==> src/rtl/btsum_pkg.sv <==
// ----------------------------------------------------------------------------
// btsum_pkg
// Shared sizes, register codes and item types of the boxcar time sum block.
// ----------------------------------------------------------------------------
`default_nettype none

package btsum_pkg;

    localparam int IMAGE_PIXELS = 4096;
    localparam int SAMPLE_BITS  = 16;

    localparam int SAMPLE_W = 16;
    localparam int PAIR_W   = 17;
    localparam int TRIPLE_W = 18;
    localparam int CFG_W    = 16;
    localparam int PIX_W    = (IMAGE_PIXELS > 1) ? $clog2(IMAGE_PIXELS) : 1;

    // sign extension from SAMPLE_BITS inside the 16-bit field
    localparam int EXT_SHIFT = (SAMPLE_BITS >= SAMPLE_W) ? 0 : SAMPLE_W - SAMPLE_BITS;

    // queue between front and back; depth is a power of two
    localparam int Q_DEPTH = 4;
    localparam int Q_PTR_W = $clog2(Q_DEPTH);
    localparam int Q_CNT_W = $clog2(Q_DEPTH + 1);

    // a pixel address may be read again only after its previous write
    localparam int INFLIGHT_MAX = (IMAGE_PIXELS < Q_DEPTH) ? IMAGE_PIXELS : Q_DEPTH;

    // configuration port
    localparam int APB_DATA_W = 32;
    localparam int CFG_ADDR_W = 3;
    localparam int CFG_IDX_W  = CFG_ADDR_W - 2;
    localparam logic [CFG_IDX_W-1:0] REG_TIME_IMAGES = 1'b0;
    localparam logic [CFG_IDX_W-1:0] REG_TRIAL_COUNT = 1'b1;

    typedef struct packed {
        logic [CFG_W-1:0] time_images;
        logic [CFG_W-1:0] trial_count;
    } cfg_t;

    typedef struct packed {
        logic signed [SAMPLE_W-1:0] sample;
        logic [PIX_W-1:0]           pixel;
        logic                       width_two_valid;
        logic                       width_three_valid;
        logic                       cube_end;
    } cls_t;

    typedef struct packed {
        cls_t                       cls;
        logic signed [SAMPLE_W-1:0] prev_image;
        logic signed [PAIR_W-1:0]   prev_pair;
    } q_item_t;

    typedef struct packed {
        logic                       en;
        logic [PIX_W-1:0]           addr;
        logic signed [SAMPLE_W-1:0] image;
        logic signed [PAIR_W-1:0]   pair;
    } ram_wr_t;

endpackage

`default_nettype wire

==> src/rtl/btsum_regs.sv <==
// ----------------------------------------------------------------------------
// btsum_regs
// APB register file: time images per trial and trial count.
// ----------------------------------------------------------------------------
`default_nettype none

module btsum_regs
    import btsum_pkg::*;
(
    input  wire logic                  aclk,
    input  wire logic                  aresetn,
    input  wire logic                  psel,
    input  wire logic                  penable,
    input  wire logic                  pwrite,
    input  wire logic [CFG_ADDR_W-1:0] paddr,
    input  wire logic [APB_DATA_W-1:0] pwdata,
    output logic      [APB_DATA_W-1:0] prdata,
    output logic                       pready,
    output cfg_t                       cfg
);

    logic [CFG_W-1:0]     time_images_reg;
    logic [CFG_W-1:0]     trial_count_reg;
    logic [CFG_IDX_W-1:0] idx;
    logic                 wr;

    assign pready = 1'b1;
    assign idx    = paddr[CFG_ADDR_W-1:2];
    assign wr     = psel && penable && pwrite && pready;

    always_ff @(posedge aclk) begin
        if (!aresetn) begin
            time_images_reg <= CFG_W'(1);
            trial_count_reg <= CFG_W'(1);
        end else if (wr) begin
            unique case (idx)
                REG_TIME_IMAGES: time_images_reg <= pwdata[CFG_W-1:0];
                REG_TRIAL_COUNT: trial_count_reg <= pwdata[CFG_W-1:0];
                default: ;
            endcase
        end
    end

    always_comb begin
        unique case (idx)
            REG_TIME_IMAGES: prdata = APB_DATA_W'(time_images_reg);
            REG_TRIAL_COUNT: prdata = APB_DATA_W'(trial_count_reg);
            default:         prdata = '0;
        endcase
    end

    assign cfg.time_images = time_images_reg;
    assign cfg.trial_count = trial_count_reg;

endmodule

`default_nettype wire

==> config.mk <==
export PLATFORM = sky130hd
export DESIGN_NAME = btsum_regs
export DESIGN_NICKNAME = d
export VERILOG_FILES = /design/src/rtl/btsum_pkg.sv /design/src/rtl/btsum_regs.sv
export SDC_FILE = /design/constraint.sdc
export NUM_CORES = 1
export LEC_CHECK = 0
export BUFFER_PORTS_ARGS = -buffer_cell sky130_fd_sc_hd__buf_2
export CORE_ASPECT_RATIO = 0.8
export CORE_MARGIN = 3
export CORE_UTILIZATION = 40
export DETAILED_ROUTE_END_ITERATION = 6
export PLACE_DENSITY = 0.77
export SYNTH_ARGS = -nofsm -noshare
export SYNTH_HDL_FRONTEND = slang
export SYNTH_SLANG_ARGS = --single-unit
==> constraint.sdc <==
create_clock -name aclk -period 2 [get_ports aclk]
set_input_delay 0.1 -clock aclk [delete_from_list [all_inputs] [get_ports aclk]]
set_output_delay 0.1 -clock aclk [all_outputs]
set_load 0.02 [all_outputs]
Word level (Yosys, flattened, before mapping):

Cells that the tools add are included.

* muxes and demuxes: 1
* bitwise gates (word level): 1
* reduce and logical (&&, ||, !) cells: 4

Operator list (number)
* 32-bit one-hot mux with 2 select lines: 1
* 2-bit AND reduction: 2
* 1-bit logical AND: 2
* 1-bit inverter: 1

* flip-flop bits (word level): 32
* bits of input ports: 40
* output and inout port bits: 65
* word-level logic and storage cells: 8

Longest topological paths before layout:

* depth in word-level cells: 3
* gate-level depth with buffers: 4
* mapped depth without buffers: 2

Least setup slack after synthesis:

No wires, ideal clock.

* kind: in2out
* start: input port paddr[2]
* end: output port prdata[10]
* data arrival time: 0.830 ns
* data required time: 1.900 ns
* setup slack: 1.070 ns
* stages on the path: 3
* buffers on the path: 2
* cells stage by stage: buf_6 -> buf_2 -> mux2_2

* cells in the longest elaborated chain, start to end: 2

Ends and longest elaborated chain
* start: declaration: line btsum_regs.sv:15 `input wire logic [CFG_ADDR_W-1:0] paddr,`
* 1-bit inverter
* 32-bit one-hot mux with 2 select lines *: line btsum_regs.sv:45 `unique case (idx)`
* end: declaration: line btsum_regs.sv:17 `output logic [APB_DATA_W-1:0] prdata,`

Every way passes the cells marked *; elsewhere a longest branch is shown, timed or not. The select of a mux whose other input is x is not followed.

Worst setup path in the final report:

* start: input port paddr[2]
* end: output port prdata[4]

The elaborated chain is that of the path after synthesis.

==> reports/metrics.yaml <==
diodes: 0
synthTopCellsByArea: "dfxtp_1, mux2i_1, mux2_2"
crit_path_frequent_cell: "buf_2"
yosysMostFrequentCell: "nand2_1"
ys_seq_area_share_pct: 40.7
yosysUniqueCellTypes: 13
r2r_start: "time_images_reg[13]$_SDFFE_PN0P_"
critPathKind: "in -> out"
period_minus_slack_ns: 1.16
finalSetupViolations: 0
finClkSkew_ns: 0
worstHoldStart: "pwdata[0]"
cts_setup_buffers: 0
cp_slowest_cell: "mux2_2"
relSlewSlack_pct: 57.3
dp_cells: 271
dp_hpwl_mm: 2.48
rsz0062_at_grt: "false"
grt_max_degree: 40
gp_congestion: 0.683
clk_pin_slew_ns: 0.06
dieHeight_um: 62.1
cts_tree: "done"
grt_use_total_pct: 14.2
synth-edff-count: 0
maxCapViolCount: 0
end_kind: "output pin"
postRouteAntennaNets: 0
critPathMaxStageDelay_ns: 0.35
clkLatencyLatePin_ns: 0.27
synth_commonest_cells: "nand2_1, dfxtp_1, mux2i_1, buf_4, mux2_2"
cts_hold_buf: 0
total_leakage_power_nw: 1.10
grt_pass1_wl_mm: 5.30
ys.flop_type: "dfxtp_1"
post_cts_resized: 0
synthCells: 159
cts.path.max_buffers: 2
coreArea_mm2: 0.00359
synth_area_mm2: 0.00157
total_power_w: 0.00133
cp_max_fo: 12
final_nets: 266
final_util_pct: 54.4
drc: 0
rows: 19
clock_sinks: 32
arrival_ns: 1.06
startpoint_type: "input pin"
timing.fmax_mhz: 860
finalNonFillerCells: 279
routedWlPerCell_um: 11.7
synth_top_area_share_pct: 40.7
root_buffer: "clkbuf_8"
synthArstFlopShare_pct: 0
wirelength_mm: 3.27
tightest_slew_ns: 0.641
gr-total-overflow: 0
final_layout_size_suffix_gt1_share_pct: 41.9
finalCritPeriodShare_pct: 58.1
numCtsBuffers: 5
dieArea_mm2: 0.00472
holdCritPathClass: "in -> reg"
yosys_warnings: 0
antenna_found_initial: 0
critPathLaunch: "paddr[2]"
slew_violations: 0
grt_pass1_vias: 1160
tns_ns: 0
ioPinCount: 105
required_ns: 1.90
powerDensity_mw_per_mm2: 681
fp.dieW_um: 76.1
synth_largest_area_cell: "dfxtp_1"
areaGrowthSynthToFinish_pct: 24.3
start_util_pct: 43.8
detail_route.vias_per_cell: 4.48
peakVddDrop_mv: 0.436
hold_ws_ns: 0.0891
drtIter0Drc: 52
status: "complete, no violations"
cts_max_level: 2
firstDrtPassIters: 4
final-hold-violation-count: 0
path_cells: "buf_2 -> buf_4 -> mux2_2 -> buf_2"
synth.avg_cell_area_um2: 9.89
port_buffers: 69
ys_seq_elements: 32
vias: 1251
==> power breakdown <==
| part | total, W | leakage, nW | switching [W] | internal, W |
|---|---|---|---|---|
| sequential | 0.000661 | 0.259 | 0.00000939 | 0.000652 |
| combinational | 0.000177 | 0.795 | 0.000117 | 0.0000607 |
| clock | 0.000492 | 0.0455 | 0.000212 | 0.000280 |
| total | 0.00133 | 1.10 | 0.000338 | 0.000993 |
==> stage by stage <==
step,area (um2),setup WS [ns]
finish,1950,0.837
global route,1950,0.788
CTS,1950,0.825
detailed placement,1860,0.681
global placement,1860,0.690
floorplan,1630,1.07
==> per-layer routing <==
metal  global-route usage [%]  part of all wire, %  vias to the layer above
met5                        0                    0                        -
met4                     4.65                 0.95                        0
met3                     4.76                  7.9                        5
met2                     24.4                   46                       49
met1                     17.3                   45                      565
li1                         -                    -                      632
==> cell families after synthesis <==
family / count (synthesis) / synth area share, %
other: 2 / 0.478
DFF: 32 / 40.7
muxes: 48 / 31.8
buffers and inverters: 26 / 12.1
and+or+nand+nor: 51 / 14.9
==> cells in the final DEF (no fill, tap or decap), types with 2 or more instances in the layout <==
cell type,count
buf_2,69
nor2b_1,3
buf_4,2
clkbuf_1,2
dfxtp_1,32
conb_1,17
clkbuf_8,6
mux2i_1,32
mux2_2,16
nand2_1,45
==> worst paths after layout <==
path	end	slack, ns	cells past startpoint
max	prdata[4]	0.84	4
min	trial_count_reg[0]$_SDFFE_PN1P_	0.09	3
max reg2reg	time_images_reg[13]$_SDFFE_PN0P_	1.36	2
min reg2reg	time_images_reg[15]$_SDFFE_PN0P_	0.47	2
==> critical path, delay by kind of cell <==
kind     cells  cell delay, ns
mux          1            0.35
buf+inv      3            0.60
==> final cells by class <==
cell class / count / area (um2)
fillers: 346 / 1640
clock buffers: 8 / 90.1
well taps: 52 / 65.1
flip-flops and latches: 32 / 641
multi-input cells: 116 / 798
repair buffers: 71 / 360
Note: power is estimated with default switching activity, not from simulation.
