$ cat src/rtl/btsum_pkg.sv
// ----------------------------------------------------------------------------
// btsum_pkg
// Shared sizes, register codes and item types of the boxcar time sum block.
// ----------------------------------------------------------------------------
`default_nettype none

package btsum_pkg;

    localparam int IMAGE_PIXELS = 4096;
    localparam int SAMPLE_BITS  = 16;

    localparam int SAMPLE_W = 16;
    localparam int PAIR_W   = 17;
    localparam int TRIPLE_W = 18;
    localparam int CFG_W    = 16;
    localparam int PIX_W    = (IMAGE_PIXELS > 1) ? $clog2(IMAGE_PIXELS) : 1;

    // sign extension from SAMPLE_BITS inside the 16-bit field
    localparam int EXT_SHIFT = (SAMPLE_BITS >= SAMPLE_W) ? 0 : SAMPLE_W - SAMPLE_BITS;

    // queue between front and back; depth is a power of two
    localparam int Q_DEPTH = 4;
    localparam int Q_PTR_W = $clog2(Q_DEPTH);
    localparam int Q_CNT_W = $clog2(Q_DEPTH + 1);

    // a pixel address may be read again only after its previous write
    localparam int INFLIGHT_MAX = (IMAGE_PIXELS < Q_DEPTH) ? IMAGE_PIXELS : Q_DEPTH;

    // configuration port
    localparam int APB_DATA_W = 32;
    localparam int CFG_ADDR_W = 3;
    localparam int CFG_IDX_W  = CFG_ADDR_W - 2;
    localparam logic [CFG_IDX_W-1:0] REG_TIME_IMAGES = 1'b0;
    localparam logic [CFG_IDX_W-1:0] REG_TRIAL_COUNT = 1'b1;

    typedef struct packed {
        logic [CFG_W-1:0] time_images;
        logic [CFG_W-1:0] trial_count;
    } cfg_t;

    typedef struct packed {
        logic signed [SAMPLE_W-1:0] sample;
        logic [PIX_W-1:0]           pixel;
        logic                       width_two_valid;
        logic                       width_three_valid;
        logic                       cube_end;
    } cls_t;

    typedef struct packed {
        cls_t                       cls;
        logic signed [SAMPLE_W-1:0] prev_image;
        logic signed [PAIR_W-1:0]   prev_pair;
    } q_item_t;

    typedef struct packed {
        logic                       en;
        logic [PIX_W-1:0]           addr;
        logic signed [SAMPLE_W-1:0] image;
        logic signed [PAIR_W-1:0]   pair;
    } ram_wr_t;

endpackage

`default_nettype wire

$ cat src/rtl/btsum_back.sv
// ----------------------------------------------------------------------------
// btsum_back
// Forms the three boxcar sums, writes the history back, holds the result.
// ----------------------------------------------------------------------------
`default_nettype none

module btsum_back
    import btsum_pkg::*;
(
    input  wire logic                   aclk,
    input  wire logic                   aresetn,
    input  wire logic                   head_valid,
    input  q_item_t                     head_item,
    output logic                        pop,
    output ram_wr_t                     wr,
    output logic                        m_valid,
    input  wire logic                   m_ready,
    output logic signed [SAMPLE_W-1:0]  m_sum_width_one,
    output logic signed [PAIR_W-1:0]    m_sum_width_two,
    output logic                        m_width_two_valid,
    output logic signed [TRIPLE_W-1:0]  m_sum_width_three,
    output logic                        m_width_three_valid,
    output logic                        m_cube_end
);

    logic                       m_valid_reg;
    logic signed [SAMPLE_W-1:0] one_reg;
    logic signed [PAIR_W-1:0]   two_reg;
    logic                       two_valid_reg;
    logic signed [TRIPLE_W-1:0] three_reg;
    logic                       three_valid_reg;
    logic                       cube_end_reg;

    logic signed [SAMPLE_W-1:0] s;
    logic signed [PAIR_W-1:0]   pair;
    logic signed [TRIPLE_W-1:0] triple;

    assign pop = head_valid && (!m_valid_reg || m_ready);
    assign s   = head_item.cls.sample;

    assign pair = head_item.cls.width_two_valid
                ? PAIR_W'($signed(head_item.prev_image)) + PAIR_W'(s) : '0;
    assign triple = head_item.cls.width_three_valid
                  ? TRIPLE_W'($signed(head_item.prev_pair)) + TRIPLE_W'(s) : '0;

    assign wr.en    = pop;
    assign wr.addr  = head_item.cls.pixel;
    assign wr.image = s;
    assign wr.pair  = pair;

    always_ff @(posedge aclk) begin
        if (!aresetn) begin
            m_valid_reg <= 1'b0;
        end else if (pop) begin
            m_valid_reg <= 1'b1;
        end else if (m_ready) begin
            m_valid_reg <= 1'b0;
        end
    end

    always_ff @(posedge aclk) begin
        if (pop) begin
            one_reg         <= s;
            two_reg         <= pair;
            two_valid_reg   <= head_item.cls.width_two_valid;
            three_reg       <= triple;
            three_valid_reg <= head_item.cls.width_three_valid;
            cube_end_reg    <= head_item.cls.cube_end;
        end
    end

    assign m_valid             = m_valid_reg;
    assign m_sum_width_one     = one_reg;
    assign m_sum_width_two     = two_reg;
    assign m_width_two_valid   = two_valid_reg;
    assign m_sum_width_three   = three_reg;
    assign m_width_three_valid = three_valid_reg;
    assign m_cube_end          = cube_end_reg;

endmodule

`default_nettype wire

$ cat config.mk
export PLATFORM = sky130hd
export DESIGN_NAME = btsum_back
export DESIGN_NICKNAME = d
export VERILOG_FILES = /design/src/rtl/btsum_pkg.sv /design/src/rtl/btsum_back.sv
export SDC_FILE = /design/constraint.sdc
export NUM_CORES = 1
export LEC_CHECK = 0
export ABC_AREA = 1
export BUFFER_PORTS_ARGS = -buffer_cell sky130_fd_sc_hd__buf_4
export CORE_ASPECT_RATIO = 1.1
export CORE_UTILIZATION = 44
export CTS_CLUSTER_SIZE = 40
export DETAILED_ROUTE_END_ITERATION = 12
export PLACE_DENSITY = 0.76
export SETUP_SLACK_MARGIN = 0.05
export SYNTH_ARGS = -nofsm -noshare
export SYNTH_HDL_FRONTEND = slang
export SYNTH_SLANG_ARGS = --single-unit
$ cat constraint.sdc
create_clock -name aclk -period 3.56 [get_ports aclk]
set_input_delay 0 -clock aclk [delete_from_list [all_inputs] [get_ports aclk]]
set_output_delay 0 -clock aclk [all_outputs]
set_load 0.01 [all_outputs]
=== Yosys cells after proc, flatten, opt, wreduce, memory -nomap -nowiden ===
Cells that the tools add are included.

* Bits of input ports: 68
* Output and inout port bits: 102
* Flip-flop bits (word level): 55

* Reductions and logical operators: 4
* Add/subtract/negate cells: 2
* Mux-type cells: 3

{| class="wikitable"
|+ Operators with widths
! operator !! count
|-
| $add A17 B16 Y18 || 1
|-
| $add A16 B16 Y17 || 1
|-
| $mux W17 || 1
|-
| $mux W1 || 2
|-
| $reduce_bool A2 Y1 || 1
|-
| $logic_and A1 B1 Y1 || 1
|-
| $logic_not A1 Y1 || 1
|-
| $logic_or A1 B1 Y1 || 1
|}

=== Longest topological paths before layout ===
* Word-level depth: 4
* Mapped depth: 13
* Depth with buffers taken out: 13

=== Worst setup path before layout ===
Ideal clock, no wire load.

* Kind: register -> register
* From: register m_valid_reg, in the netlist m_valid
* To: register cube_end_reg, in the netlist m_cube_end (enable)
* Arrival time: 3.185 ns
* Buffers on the path: 0
* Setup time: 0.492 ns
* Stages on the path, launching flop included: 2
* Path slack: -0.117 ns
* Path through: dfxtp_1 -> a21oi_1

* Word-level cells in the longest chain between the ends: 3

{| class="wikitable"
|+ Ends and longest elaborated chain
! item !! line !! RTL
|-
| start, declared || btsum_back.sv:26 || <nowiki>logic m_valid_reg;</nowiki>
|-
| start signal, assigned || btsum_back.sv:53 || <nowiki>m_valid_reg <= 1'b0;</nowiki>
|-
| start signal, assigned || btsum_back.sv:55 || <nowiki>m_valid_reg <= 1'b1;</nowiki>
|-
| start signal, assigned || btsum_back.sv:57 || <nowiki>m_valid_reg <= 1'b0;</nowiki>
|-
| $logic_not A1 Y1 || btsum_back.sv:38 || <nowiki>assign pop = head_valid && (!m_valid_reg || m_ready);</nowiki>
|-
| $logic_or A1 B1 Y1 || btsum_back.sv:38 ||
|-
| $logic_and A1 B1 Y1 || btsum_back.sv:38 ||
|-
| via pop || btsum_back.sv:14 || <nowiki>output logic pop,</nowiki>
|-
| end signal, assigned || btsum_back.sv:68 || <nowiki>cube_end_reg <= head_item.cls.cube_end;</nowiki>
|-
| end, declared || btsum_back.sv:32 || <nowiki>logic cube_end_reg;</nowiki>
|}

The timed path passes the listed nets, and every way through them passes these cells.
A chain may end at the register's enable or synchronous reset.

==> metrics.csv <==
metric;value;unit
Worst path slowest cell;dlygate4sd3_1;
DR iter-0 viols;131;
Hold Crit Class;in -> out;
Yosys top cell by area;edfxtp_1;
r2r worst-path depth;2;
Ys Warns;0;
clk_skew;14.8;ps
Crit. End Element;output port;
setup total negative slack;0;ps
CP Buf/Inv Count;5;
post-place setup slack;1800;ps
post-CTS sizing;0;
Placer Congestion;0.896;
TritonRoute pass-1 iters;4;
DRT antenna net count;0;
family with the most delay on the worst path;buffers and inverters;
Hold Slack;0.00448;ps
total gr overflow;0;
PortBufs;145;
Fillers;723;
Netlist cell types;26;
Slowest Stage Delay on Critical Path;540;ps
number of flip-flops in the largest register;18;
Slew headroom;0.379;
vias in the first global route;3437;
crit path max fanout;4;
Top Ports;170;
Pins Over Slew Limit;0;
setup slack, reg-to-reg;1860;ps
layout cells sized above 1;0.265;
post-DP HPWL;7.85;mm
hold path startpoint;head_item[38];
initial antenna violation count;0;
Synth top area share;0.415;
status;complete, no violations;
Worst Hold Depth;0;
WS Path Type;in -> out;
maximum VDD drop;0.178;mV
final wirelength;10.2;mm
H-tree lvl count;2;
total chip power;1.74;mW
clk buf depth;2;
# Max-Cap Violations;0;
post-synthesis sequential area ratio;0.421;
PnR worst setup slack;1280;ps
FMAX;0.438;GHz
pwr/cell area;334;mW/mm^2
synthesized area per cell;8.05;um^2
Worst Tran Pin Value;930;ps
unrepaired setup endpoints after global routing;false;
Required @ worst endpoint;3560;ps
routed via count;3626;
syn_nets;588;
worst path cell trace;dlygate4sd3_1 > buf_4 > ha_1 > inv_1 > fa_1 > inv_1 > nand3_1 > nand2_1 > nand2_1 > nand2_1 > nand2_1 > nand3_1 > nand2_1 > nor2_1 > buf_4;
Area Growth Syn to Fin;33.2;%
CTS buffer count;5;
Avg WL per Cell;13.8;um
worst r2r dst;m_sum_width_two[12];
total leakage power;2.61;nW
register bit total from synthesis;55;
Final Hold Viols;0;
DRC viols;0;
Synth Cell Area;0.00390;mm^2
ANT cells;0;
die width;91.8;um
largest net degree at the start of global routing;34;
initial core utilization;0.459;
Worst Hold Path EP;wr[35];
first-pass GRT wire length;16.1;mm
CTS root buf;clkbuf_8;
CORE AREA;0.00850;mm^2
Final nets;729;
CTS tree;done;
Final Instance Area;0.00520;mm^2
total track usage;0.222;
synthesized instance count;485;
dpl cell area;0.00493;mm^2
full die area;0.00925;mm^2
Rows;35;
part of the cycle the worst path needs;0.641;
worst r2r src;m_valid;
Worst-Skew Late Latency;310;ps
Die Y;101;um
hold_buf cts;19;
post-CTS setup buffer count;0;
Area contributors post-synth;edfxtp_1, nand2_1, ha_1;
fin crit period;2280;ps
startpoint types;input pin;
most frequent cell on the critical path;nand2_1;
critical path arrival;2280;ps
vias per cell;4.91;
# setup viols final;0;
clock tree sinks;55;
-- cell families (layout without fill, tap and decap cells) --
logic type | after synthesis | after routing | share of synthesized area
compound gates | 65 | 65 | 0.0875
simple gates | 232 | 232 | 0.246
xor+xnor | 4 | 4 | 0.00898
flops | 55 | 55 | 0.421
buf+inv | 94 | 236 | 0.121
fa+ha+maj | 35 | 35 | 0.116
-- metal layers --
layer / track usage / wire (um) / part of all wire
met2: 0.405 / 5220 / 0.51
met1: 0.266 / 4270 / 0.42
met5: 0 / 0 / 0
met3: 0.0302 / 535 / 0.052
met4: 0.0853 / 170 / 0.017
-- report_power, final --
group | internal, mW | switching (mW)
registers | 0.777 | 0.0145
logic | 0.268 | 0.338
clock network | 0.138 | 0.203
total | 1.18 | 0.556
-- cell usage after synthesis --
cell,number
o21ai_2,2
inv_1,63
ha_1,33
nor3_2,1
xnor2_1,3
buf_2,1
xor2_1,1
nand3_2,3
buf_4,29
dfxtp_1,1
edfxtp_1,54
o21bai_1,2
clkbuf_8,1
and2_1,3
nand3b_1,2
a21oi_1,41
a21boi_0,1
o21ai_1,2
nand3_1,20
o22ai_1,1
fa_1,2
nor2_1,59
o21ai_0,16
nand2_2,6
nor3_1,7
nand2_1,131
-- layout make-up --
type                       count  area, um^2  share of cell area
clock inverter                 2        12.5             0.00241
inverter                      63         236              0.0455
sequential                    55        1640               0.316
multi-input combinational    336        1800               0.346
clock buffer                   6        72.6              0.0140
tap                          111         139              0.0267
timing repair buffer         165        1300               0.250
-- stage by stage --
| step | util | std cells |
|---|---|---|
| after detailed placement | 0.580 | 711 |
| after CTS | 0.612 | 738 |
| after global routing | 0.612 | 738 |
| after floorplan | - | 485 |
| after global placement | 0.580 | 711 |
| final | 0.612 | 738 |
-- layout by cell type, fill, tap and decap left out, drive strengths merged, types with 2 or more instances in the layout --
| master | netlist | final |
|---|---|---|
| buf | 30 | 146 |
| inv | 63 | 63 |
| and2 | 3 | 3 |
| nor3 | 8 | 8 |
| o21ai | 20 | 20 |
| dlygate4sd3 | 0 | 19 |
| o21bai | 2 | 2 |
| a21oi | 41 | 41 |
| nand2 | 137 | 137 |
| nor2 | 59 | 59 |
| edfxtp | 54 | 54 |
| clkbuf | 1 | 6 |
| nand3 | 23 | 23 |
| xnor2 | 3 | 3 |
| fa | 2 | 2 |
| nand3b | 2 | 2 |
| ha | 33 | 33 |
-- worst max-delay path by stage --
stage	from	cells after the start	endpoint
6_report	head_item[48]	15	wr[16]
5_1_grt	head_item[48]	15	wr[14]
4_1_cts	head_item[48]	15	wr[16]
3_5_place_dp	head_item[48]	12	m_sum_width_two[16]
3_3_place_gp	head_item[48]	10	m_sum_width_three[16]
2_1_floorplan	m_valid	1	m_cube_end
No activity file was read; power rests on OpenSTA's default activity.
