**config.mk**
```make
export PLATFORM = sky130hd
export DESIGN_NAME = btsum_fifo
export DESIGN_NICKNAME = d
export VERILOG_FILES = /design/src/rtl/btsum_pkg.sv /design/src/rtl/btsum_fifo.sv
export SDC_FILE = /design/constraint.sdc
export NUM_CORES = 1
export LEC_CHECK = 0
export ABC_AREA = 1
export BUFFER_PORTS_ARGS = -buffer_cell sky130_fd_sc_hd__buf_4
export CAP_MARGIN = 20
export CORE_MARGIN = 2
export CORE_UTILIZATION = 41
export CTS_BUF_LIST = sky130_fd_sc_hd__clkbuf_16
export CTS_CLUSTER_SIZE = 24
export DETAILED_ROUTE_END_ITERATION = 7
export MAX_ROUTING_LAYER = met4
export PLACE_DENSITY_LB_ADDON = 0.12
export SYNTH_ARGS = -nofsm -noshare
export SYNTH_HDL_FRONTEND = slang
export SYNTH_SLANG_ARGS = --single-unit
```
**constraint.sdc**
```tcl
create_clock -name aclk -period 4.3 [get_ports aclk]
set_input_delay 0.215 -clock aclk [delete_from_list [all_inputs] [get_ports aclk]]
set_output_delay 0.215 -clock aclk [all_outputs]
set_load 0.005 [all_outputs]
```
**src/rtl/btsum_pkg.sv**
```systemverilog
// ----------------------------------------------------------------------------
// btsum_pkg
// Shared sizes, register codes and item types of the boxcar time sum block.
// ----------------------------------------------------------------------------
`default_nettype none

package btsum_pkg;

    localparam int IMAGE_PIXELS = 4096;
    localparam int SAMPLE_BITS  = 16;

    localparam int SAMPLE_W = 16;
    localparam int PAIR_W   = 17;
    localparam int TRIPLE_W = 18;
    localparam int CFG_W    = 16;
    localparam int PIX_W    = (IMAGE_PIXELS > 1) ? $clog2(IMAGE_PIXELS) : 1;

    // sign extension from SAMPLE_BITS inside the 16-bit field
    localparam int EXT_SHIFT = (SAMPLE_BITS >= SAMPLE_W) ? 0 : SAMPLE_W - SAMPLE_BITS;

    // queue between front and back; depth is a power of two
    localparam int Q_DEPTH = 4;
    localparam int Q_PTR_W = $clog2(Q_DEPTH);
    localparam int Q_CNT_W = $clog2(Q_DEPTH + 1);

    // a pixel address may be read again only after its previous write
    localparam int INFLIGHT_MAX = (IMAGE_PIXELS < Q_DEPTH) ? IMAGE_PIXELS : Q_DEPTH;

    // configuration port
    localparam int APB_DATA_W = 32;
    localparam int CFG_ADDR_W = 3;
    localparam int CFG_IDX_W  = CFG_ADDR_W - 2;
    localparam logic [CFG_IDX_W-1:0] REG_TIME_IMAGES = 1'b0;
    localparam logic [CFG_IDX_W-1:0] REG_TRIAL_COUNT = 1'b1;

    typedef struct packed {
        logic [CFG_W-1:0] time_images;
        logic [CFG_W-1:0] trial_count;
    } cfg_t;

    typedef struct packed {
        logic signed [SAMPLE_W-1:0] sample;
        logic [PIX_W-1:0]           pixel;
        logic                       width_two_valid;
        logic                       width_three_valid;
        logic                       cube_end;
    } cls_t;

    typedef struct packed {
        cls_t                       cls;
        logic signed [SAMPLE_W-1:0] prev_image;
        logic signed [PAIR_W-1:0]   prev_pair;
    } q_item_t;

    typedef struct packed {
        logic                       en;
        logic [PIX_W-1:0]           addr;
        logic signed [SAMPLE_W-1:0] image;
        logic signed [PAIR_W-1:0]   pair;
    } ram_wr_t;

endpackage

`default_nettype wire

```
**src/rtl/btsum_fifo.sv**
```systemverilog
// ----------------------------------------------------------------------------
// btsum_fifo
// Short queue of classified items with their history reads.
// ----------------------------------------------------------------------------
`default_nettype none

module btsum_fifo
    import btsum_pkg::*;
(
    input  wire logic          aclk,
    input  wire logic          aresetn,
    input  wire logic          push,
    input  q_item_t            push_item,
    input  wire logic          pop,
    output logic               head_valid,
    output q_item_t            head_item,
    output logic [Q_CNT_W-1:0] count
);

    q_item_t              mem_reg [Q_DEPTH];
    logic [Q_PTR_W-1:0]   wr_ptr_reg, rd_ptr_reg;
    logic [Q_CNT_W-1:0]   count_reg, count_next;

    always_comb begin
        count_next = count_reg;
        if (push && !pop) begin
            count_next = count_reg + Q_CNT_W'(1);
        end else if (pop && !push) begin
            count_next = count_reg - Q_CNT_W'(1);
        end
    end

    always_ff @(posedge aclk) begin
        if (!aresetn) begin
            wr_ptr_reg <= '0;
            rd_ptr_reg <= '0;
            count_reg  <= '0;
        end else begin
            if (push) begin
                wr_ptr_reg <= wr_ptr_reg + Q_PTR_W'(1);
            end
            if (pop) begin
                rd_ptr_reg <= rd_ptr_reg + Q_PTR_W'(1);
            end
            count_reg <= count_next;
        end
    end

    always_ff @(posedge aclk) begin
        if (push) begin
            mem_reg[wr_ptr_reg] <= push_item;
        end
    end

    assign head_valid = count_reg != '0;
    assign head_item  = mem_reg[rd_ptr_reg];
    assign count      = count_reg;

    a_no_overflow: assert property (@(posedge aclk) disable iff (!aresetn)
        push |-> count_reg != Q_CNT_W'(Q_DEPTH))
        else $error("queue push while full");

    a_no_underflow: assert property (@(posedge aclk) disable iff (!aresetn)
        pop |-> count_reg != '0)
        else $error("queue pop while empty");

    a_count_track: assert property (@(posedge aclk) disable iff (!aresetn)
        (push && !pop) |=> count_reg == $past(count_reg) + Q_CNT_W'(1))
        else $error("queue count lost a push");

endmodule

`default_nettype wire

```
After elaboration in Yosys (flattened, before gate mapping)
Memory sizes are Yosys's and may differ from the RTL's. A register that Yosys moved wholly into a read port is not among the register bits.
Index checks and enable logic that the tools add are counted.
Widths: inputs -> output; s select.
{"block": "word_totals", "in_bits": 68, "latchBits": 0, "ram_bits": 256, "n_memories": 1, "word_cells": 20, "rom_bits": 0, "ff_bits": 7}
{"memory": "mem_reg", "depth": 4, "width": 64, "read_ports": 1, "rd_ports_with_merged_regs": 1, "wr": 1, "line": "btsum_fifo.sv:20", "text": "q_item_t mem_reg [Q_DEPTH];"}
{"block": "op_classes", "div": 0, "bitwise": 0, "multipliers": 0, "shifts": 0, "addsub": 4, "n_mux": 6, "eq_ne": 0, "magnitude_cmp": 0, "reduce_logical": 6}
{"operator": "$mux 3", "count": 2}
{"operator": "$add 2x1->2 const B", "count": 2}
{"operator": "$mux 2", "count": 2}
{"operator": "$add 3x1->3 const B", "count": 1}
{"operator": "$reduce_bool 3->1", "count": 1}
{"operator": "$sub 3x1->3 const B", "count": 1}
{"operator": "$logic_and 1x1->1", "count": 2}
{"operator": "$logic_not 1->1", "count": 2}
{"operator": "$mux 1", "count": 2}
{"operator": "$reduce_bool 2->1", "count": 1}

Longest topological paths before layout
{"block": "logic_depth", "ltp_word": 4, "ltp_mapped": 10, "mapped_depth_nobuf": 10}

Least setup slack after synthesis
No wires, ideal clock.
{"block": "synth_path", "kind": "reg-to-reg", "startpoint": "register wr_ptr_reg[0]", "endpoint": "memory mem_reg[2][0] in the netlist's numbering, enable pin", "required_ns": 3.882, "setup_slack_ns": 2.049, "stages_incl_launch_ff": 5, "path_buffers": 0, "t_arrival_ns": 1.833, "cell_sequence": "dfxtp_1 inv_1 ha_1 nand2_1 inv_1"}
{"item": "start: declaration", "line": "btsum_fifo.sv:21", "text": "logic [Q_PTR_W-1:0] wr_ptr_reg, rd_ptr_reg;"}
{"item": "start signal: assignment", "line": "btsum_fifo.sv:40", "text": "wr_ptr_reg <= wr_ptr_reg + Q_PTR_W'(1);"}
{"item": "end: declaration", "line": "btsum_fifo.sv:20"}
No word-level cell before the write port.

==> results.sh <==
export IMPL_post_cts_repair_setup_buffers=0
export IMPL_wl_met3_um=1029
export IMPL_cts_root_buffer="clkbuf_16"
export IMPL_cellPowerDensity_mw_per_mm2=457.2
export IMPL_synthCells=677
export IMPL_path_clk_slew_ns=0.06
export IMPL_synthXorXnorAreaFrac_pct=0
export IMPL_power_frac_comb_pct=10.2
export IMPL_seqPwrFrac_pct=51.4
export IMPL_area_growth_pct=27.75
export IMPL_numPortBuffers=135
export IMPL_clkSinkCount=265
export IMPL_worst_slew_pin_slew_ns=1.041
export IMPL_routed_top_layer="met4"
export IMPL_cellLeakagePower_uw=0.004519
export IMPL_maxCapViolations=0
export IMPL_rsz0062_at_grt="no"
export IMPL_synthSimpleGateAreaFrac_pct=5.550
export IMPL_reg2reg_from="wr_ptr_reg[1]"
export IMPL_min_period_over_period_pct=66.06
export IMPL_gp_congestion=0.7586
export IMPL_core_area_sq_mm=0.02361
export IMPL_clk_path_buf_depth=3
export IMPL_die_x_um=159.7
export IMPL_grt_pass1_vias=6501
export IMPL_setup_tns_ns=0
export IMPL_end_kind="output pin"
export IMPL_fmax_mhz=352.1
export IMPL_p_sw_share_pct=21.75
export IMPL_drt_iter0_drc=369
export IMPL_drtAntennaViolNets=0
export IMPL_io_pins=136
export IMPL_cts_inserted_buffers=28
export IMPL_synth_adder_area_share_pct=0.8306
export IMPL_grt_max_degree=107
export IMPL_yosysTopAreaCell="edfxtp_1"
export IMPL_wl_met1_um=9433
export IMPL_vias=6183
export IMPL_finalHoldViolCount=0
export IMPL_yosysWarnings=0
export IMPL_pwr_share_clk_pct=38.4
export IMPL_layout_setup_ws_ns=1.460
export IMPL_wl_met2_um=10820
export IMPL_cp_arrival_ns=2.63
export IMPL_grt_overflow_total=0
export IMPL_muxShareOfSynthArea_pct=0
export IMPL_worstSkewPairLatency_ns=0.53
export IMPL_p_int_uw=4544
export IMPL_synth_area_sq_mm=0.009942
export IMPL_total_power_uw=5807
export IMPL_ir_drop_mv=0.3637
export IMPL_diodes=0
export IMPL_power_switching_uw=1263
export IMPL_crit_required_ns=4.09
export IMPL_slew_violations=0
export IMPL_pre_cts_ws_ns=1.963
export IMPL_synth_compound_area_share_pct=10.97
export IMPL_die_y_um=159.7
export IMPL_worstPathMaxFanout=106
export IMPL_synth_top_family_by_area="compound AO/OA/AOI/OAI gates"
export IMPL_yosysSeqAreaShare_pct=79.13
export IMPL_clock_skew_ns=0.01857
export IMPL_vias_per_cell=5.089
export IMPL_synth_net_count=751
export IMPL_yosys_area_top_type_share_pct=77.32
export IMPL_drt_first_pass_iters=5
export IMPL_status="completed"
export IMPL_grt_total_usage_pct=17.32
export IMPL_utilization_pct=53.79
export IMPL_cts_tree="done"
export IMPL_synth_area_leaders="edfxtp_1 77%, nor2_1 5.1%, o22ai_1 4.0%, o21ai_0 3.9%, o21ai_1 2.8%"
export IMPL_ys_types=20
export IMPL_critical_path_class="register to output pin"
export IMPL_wire_per_inst_um=17.79
export IMPL_cp_start_kind="register"
export IMPL_max_slew_margin_pct=30.60
export IMPL_ys_seq_elements=265
export IMPL_layout_min_cycle_time_ns=2.840
export IMPL_hp_class="input pin to register"
export IMPL_drive_above_1_share_pct=20.98
export IMPL_hpwl_um=12280
export IMPL_h_tree_depth=1
export IMPL_grt_pass1_wl_um=33860
export IMPL_num_rows=56
export IMPL_floorplan_initialDensity_pct=42.10
export IMPL_nNetsFinal=951
export IMPL_min_from="pop"
export IMPL_wl_um=21620
export IMPL_largest_reg_flops=256
export IMPL_antenna_found_initial=0
export IMPL_dieArea_sq_mm=0.02551
export IMPL_finalSetupViolations=0
export IMPL_syn_area_per_cell_sq_um=14.69
export IMPL_drc_errors=0
-- cell usage after synthesis --
library cell  count
o21ai_0          78
clkinv_1          1
edfxtp_1        256
inv_1            15
buf_4             3
inv_4             1
clkbuf_2          3
nand3_1           1
nor2_1          134
o21ai_1          56
nand4_1           1
buf_6            14
fa_1              1
ha_1              5
dfxtp_1           9
clkbuf_1         14
a21oi_1           4
nand2_1          10
o22ai_1          64
buf_2             7
-- power groups by stage --
stage / registers [uW] / clock network [uW] / logic (uW)
after floorplan: 3030 / 0 / 267
after global placement: 3030 / 0 / 533
after detailed placement: 3040 / 0 / 552
after CTS: 2980 / 2280 / 603
after global routing: 2990 / 2390 / 653
final: 2980 / 2230 / 591
-- cells by family (layout without fill, tap and decap cells) --
group	Yosys count	after routing
buffers and inverters	58	277
AO/OA/AOI/OAI	202	202
flip-flops	265	265
adder cells (fa/ha/maj)	6	6
AND/OR/NAND/NOR	146	146
-- what timing repair did --
item | CTS | global route
resized for setup | 0 | 0
hold endpoints to repair | 259 | 0
hold buffers | 65 | 0
-- cell type report --
cell class | count | area [sq um]
inverter | 17 | 71.32
multi-input combinational | 354 | 1725
timing repair buffer | 211 | 1772
clock inverter | 20 | 135.1
sequential | 265 | 7873
fill | 1943 | 10910
tap | 319 | 399.1
clock buffer | 29 | 725.7
-- worst paths after layout --
kind / to / slack, ns / cells after the start
worst min register to register: register / 0.46 / 1
worst min-delay path: register / 0.05 / 3
worst max-delay path: head_item[55] / 1.46 / 4
worst max register to register: mem_reg[1][42] / 2.09 / 5
-- metrics by stage --
step                hold WS [ns]  instance area, sq um  instances
floorplan                 0.3139                  9942        677
global placement          0.4131                 11150       1099
detailed placement        0.4187                 11190       1101
CTS                      0.02260                 12700       1215
global route             0.04640                 12700       1215
finish                   0.05022                 12700       1215
-- per-layer routing --
metal	global-route usage, %	vias to the layer above
met4	4.587	0
li1	-	2942
met5	-	-
met1	21.24	3072
met3	3.117	28
met2	29.73	141
-- cells in the final DEF, fill, tap and decap left out --
master / Yosys / routed
edfxtp_1: 256 / 256
buf_4: 3 / 144
nor2_1: 134 / 134
o21ai_0: 78 / 78
dlygate4sd3_1: 0 / 65
o22ai_1: 64 / 64
o21ai_1: 56 / 56
clkbuf_16: 0 / 29
inv_1: 15 / 14
clkinv_1: 1 / 12
nand2_1: 10 / 10
dfxtp_1: 9 / 7
clkinv_2: 0 / 6
ha_1: 5 / 5
a21oi_1: 4 / 4
bufinv_16: 0 / 2
buf_12: 0 / 2
inv_4: 1 / 1
inv_2: 0 / 1
nand3_1: 1 / 1
nand4_1: 1 / 1
fa_1: 1 / 1
dfxtp_4: 0 / 1
dfxtp_2: 0 / 1
clkinv_4: 0 / 1
-- worst max-delay path, stage by stage, from the launching register on --
cell	delay (ns)
dfxtp_4	0.50
buf_4	0.85
o21ai_0	0.23
o22ai_1	0.32
buf_4	0.18
No activity file was read; power rests on OpenSTA's default activity.
